<file path="config.mk">
export PLATFORM = sky130hd
export DESIGN_NAME = gfi_mac
export DESIGN_NICKNAME = d
export VERILOG_FILES = /design/src/rtl/gfi_mac.sv
export SDC_FILE = /design/constraint.sdc
export NUM_CORES = 1
export LEC_CHECK = 0
export ABC_AREA = 1
export CORE_MARGIN = 5
export CORE_UTILIZATION = 45
export DETAILED_ROUTE_END_ITERATION = 12
export DONT_BUFFER_PORTS = 1
export SLEW_MARGIN = 20
export SYNTH_ARGS = -nofsm -noshare
export SYNTH_HDL_FRONTEND = slang
export SYNTH_SLANG_ARGS = --single-unit
</file>
<file path="constraint.sdc">
create_clock -name clock -period 25.1 [get_ports clock]
set_input_delay 5.02 -clock clock [delete_from_list [all_inputs] [get_ports clock]]
set_output_delay 5.02 -clock clock [all_outputs]
set_load 0.01 [all_outputs]
</file>
<file path="src/rtl/gfi_mac.sv">
`default_nettype none

// q = a + round(t * b / 2^sh), sh = FW or FW+1, ties towards +infinity.
module gfi_mac #(
   parameter int VW = 32,
   parameter int FW = 16
) (
   input  wire logic                 clock,
   input  wire logic                 en,
   input  wire logic signed [VW-1:0] a,
   input  wire logic signed [VW-1:0] b,
   input  wire logic        [FW-1:0] t,
   input  wire logic                 half,
   output logic      signed [VW-1:0] q
);

   localparam int PW = VW + FW + 1;

   logic signed [PW-1:0] prod;
   logic signed [PW-1:0] bias;
   logic signed [PW-1:0] biased;
   logic signed [PW-1:0] shifted;
   logic signed [VW-1:0] q_in;
   logic signed [VW-1:0] q_ff;

   always_comb begin
      prod    = PW'(b) * signed'(PW'(t));
      bias    = half ? (PW'(1) <<< FW) : (PW'(1) <<< (FW - 1));
      biased  = prod + bias;
      shifted = half ? (biased >>> (FW + 1)) : (biased >>> FW);
      q_in    = a + VW'(shifted);
   end

   always_ff @(posedge clock) begin
      if (en) begin
         q_ff <= q_in;
      end
   end

   assign q = q_ff;

endmodule

`default_nettype wire

</file>
==> results.json <==
{
  "outcome": "finished clean",
  "routed_wl_um": 67160,
  "grt_pass1_vias": 20540,
  "cts.sinks": 32,
  "synth_cell_types": 43,
  "nFillCells": 5251,
  "cpMaxStageDelayCell": "fa_1",
  "cts_hold_buf": 0,
  "finish.net_count": 3862,
  "cp_max_fo": 32,
  "synth_nets": 3971,
  "clock_path_buffers": 2,
  "final_hold_viol_count": 0,
  "hold_path.class": "in2reg",
  "track_usage": 0.2449,
  "path_delay_family": "adder cells",
  "portBuffers": 0,
  "dr.pass1.iters": 5,
  "grt_overflow": 0,
  "fin_crit_ns": 12.19,
  "cts_tree": "done",
  "min_path_cells": 0,
  "rsz0062_at_grt": "no",
  "syn_inst": 3221,
  "initial_core_util": 0.4538,
  "critPathArrivalTime_ns": 12.21,
  "min-delay-start": "en",
  "routedWlPerCell_um": 17.71,
  "fin_crit_sh": 0.4857,
  "ios": 115,
  "grtUsageMet3": 0.02274,
  "yosysWarnings": 0,
  "antenna_found_initial": 0,
  "syn-cell-area_mm2": 0.02323,
  "min_to": "q[1]$_DFFE_PP_",
  "path_common_cell": "nand2_1",
  "synth.area.top_cells": "fa_1, inv_1, nand2_1",
  "syn_avg_cell_area_um2": 7.212,
  "viasPerCell": 4.976,
  "grt.busiest_layer": "met2",
  "root_buffer": "clkbuf_16",
  "core_mm2": 0.05120,
  "post_cts.resized_instances": 0,
  "dp.cells": 3785,
  "chipHeight_um": 237.2,
  "area_growth_pct": 2.521,
  "tightest_slew_ns": 0.8286,
  "use_met1": 0.3285,
  "crit_type": "in2reg",
  "grt_max_degree": 34,
  "cp-end-kind": "register",
  "grt_pass1_wl_um": 110400,
  "num_rows": 83,
  "hpwlAfterDp_um": 55600,
  "largest_reg_flops": 32,
  "clk_pin_slew_ns": 0.06,
  "use_met2": 0.4396,
  "drtIter0Drc": 1181,
  "critPathRequiredTime_ns": 25.12,
  "die_x_um": 237.2,
  "dieArea_mm2": 0.05627,
  "htree_levels": 2,
  "max_slew_margin": 0.4459,
  "drv_slew": 0,
  "tns_ns": 0,
  "cts_buffers": 5,
  "max_stage_delay_ns": 0.66,
  "cp.buffers_inverters": 9,
  "vias": 18870,
  "yosysSeqAreaShare": 0.04136,
  "antenna_cells": 0,
  "yosys.area.top_type": "fa_1",
  "final-setup-viol-count": 0,
  "routabilityCongestion": 0.9072,
  "ant_nets": 0,
  "yosysTopAreaCellShare": 0.4223,
  "postCtsSetupRepairBufs": 0,
  "critPathLaunchType": "input pin",
  "maxCapViolCount": 0,
  "drc": 0,
  "final_cells": 3793,
  "fmaxAchievable_ghz": 0.08203,
  "layout-drive-gt1-share": 0.008995,
  "critical_path_depth": 36,
  "ys_ff_latch": 32
}
-- layout by cell type, fill, tap and decap left out, types with 26 or more instances in the layout --
cell type | synthesis | routed
nand2_1 | 862 | 862
o21ai_0 | 37 | 37
xor2_1 | 26 | 26
fa_1 | 490 | 490
nand3_1 | 99 | 99
edfxtp_1 | 32 | 32
nor2_1 | 128 | 128
a21oi_1 | 81 | 81
ha_1 | 177 | 177
inv_1 | 1049 | 1049
-- worst max-delay path by stage --
stage	from	endpoint
after CTS	t[2]	q[31]$_DFFE_PP_
after global placement	t[2]	q[31]$_DFFE_PP_
after global routing	t[2]	q[31]$_DFFE_PP_
after detailed placement	t[2]	q[31]$_DFFE_PP_
final	t[2]	q[31]$_DFFE_PP_
after floorplan	b[31]	q[30]$_DFFE_PP_
-- logic make-up (layout without fill, tap and decap cells) --
group	count (synthesis)	after routing	share of synthesized area
compound gates	157	157	0.03808
xor+xnor	35	35	0.01320
buf+inv	1173	1065	0.1896
flops	32	32	0.04136
simple gates	1157	1157	0.2002
fa+ha+maj	667	667	0.5176
-- per-stage QoR --
stage | hold slack (ns) | setup slack (ns) | area (um2) | utilization
final | 4.846 | 12.91 | 23820 | 0.4652
after global routing | 4.825 | 12.40 | 23820 | 0.4652
after CTS | 4.837 | 12.98 | 23820 | 0.4652
after detailed placement | 5.135 | 12.71 | 23650 | 0.4619
after global placement | 5.135 | 12.71 | 23650 | 0.4619
after floorplan | 5.133 | 13.38 | 23230 | -
-- synth_stat cells (all sizes together) --
library cell / n
o2111ai: 1
inv: 1052
a21oi: 82
o21bai: 15
ha: 177
nand2: 865
and2: 1
a21boi: 4
nand3: 101
o211ai: 1
o21ai: 41
or2: 5
nand4: 15
nand2b: 1
o221a: 1
o221ai: 1
nand3b: 18
a211oi: 1
clkbuf: 115
nor4: 2
nor2: 131
a31oi: 3
nor3: 17
a21o: 7
clkinv: 4
edfxtp: 32
fa: 490
and3: 1
xnor2: 9
buf: 2
xor2: 26
-- per-layer routing --
layer  share of wire  wire, um
met1            0.43     28950
met2            0.51     33970
met3           0.044      2973
met4           0.019      1270
met5               0         0
-- area by class of cell --
class	instances	area, um2	share of cell area
Clock inverter	3	42.54	0.001786
Inverter	1056	3964	0.1664
Clock buffer	5	125.1	0.005253
Tap cell	680	850.8	0.03572
Sequential cell	32	960.9	0.04035
Timing Repair Buffer	1	7.507	0.0003152
Multi-Input combinational cell	2016	17870	0.7501
Power is not shown: default switching activity piles up to over one toggle a cycle in this logic, so the estimate is an artifact.
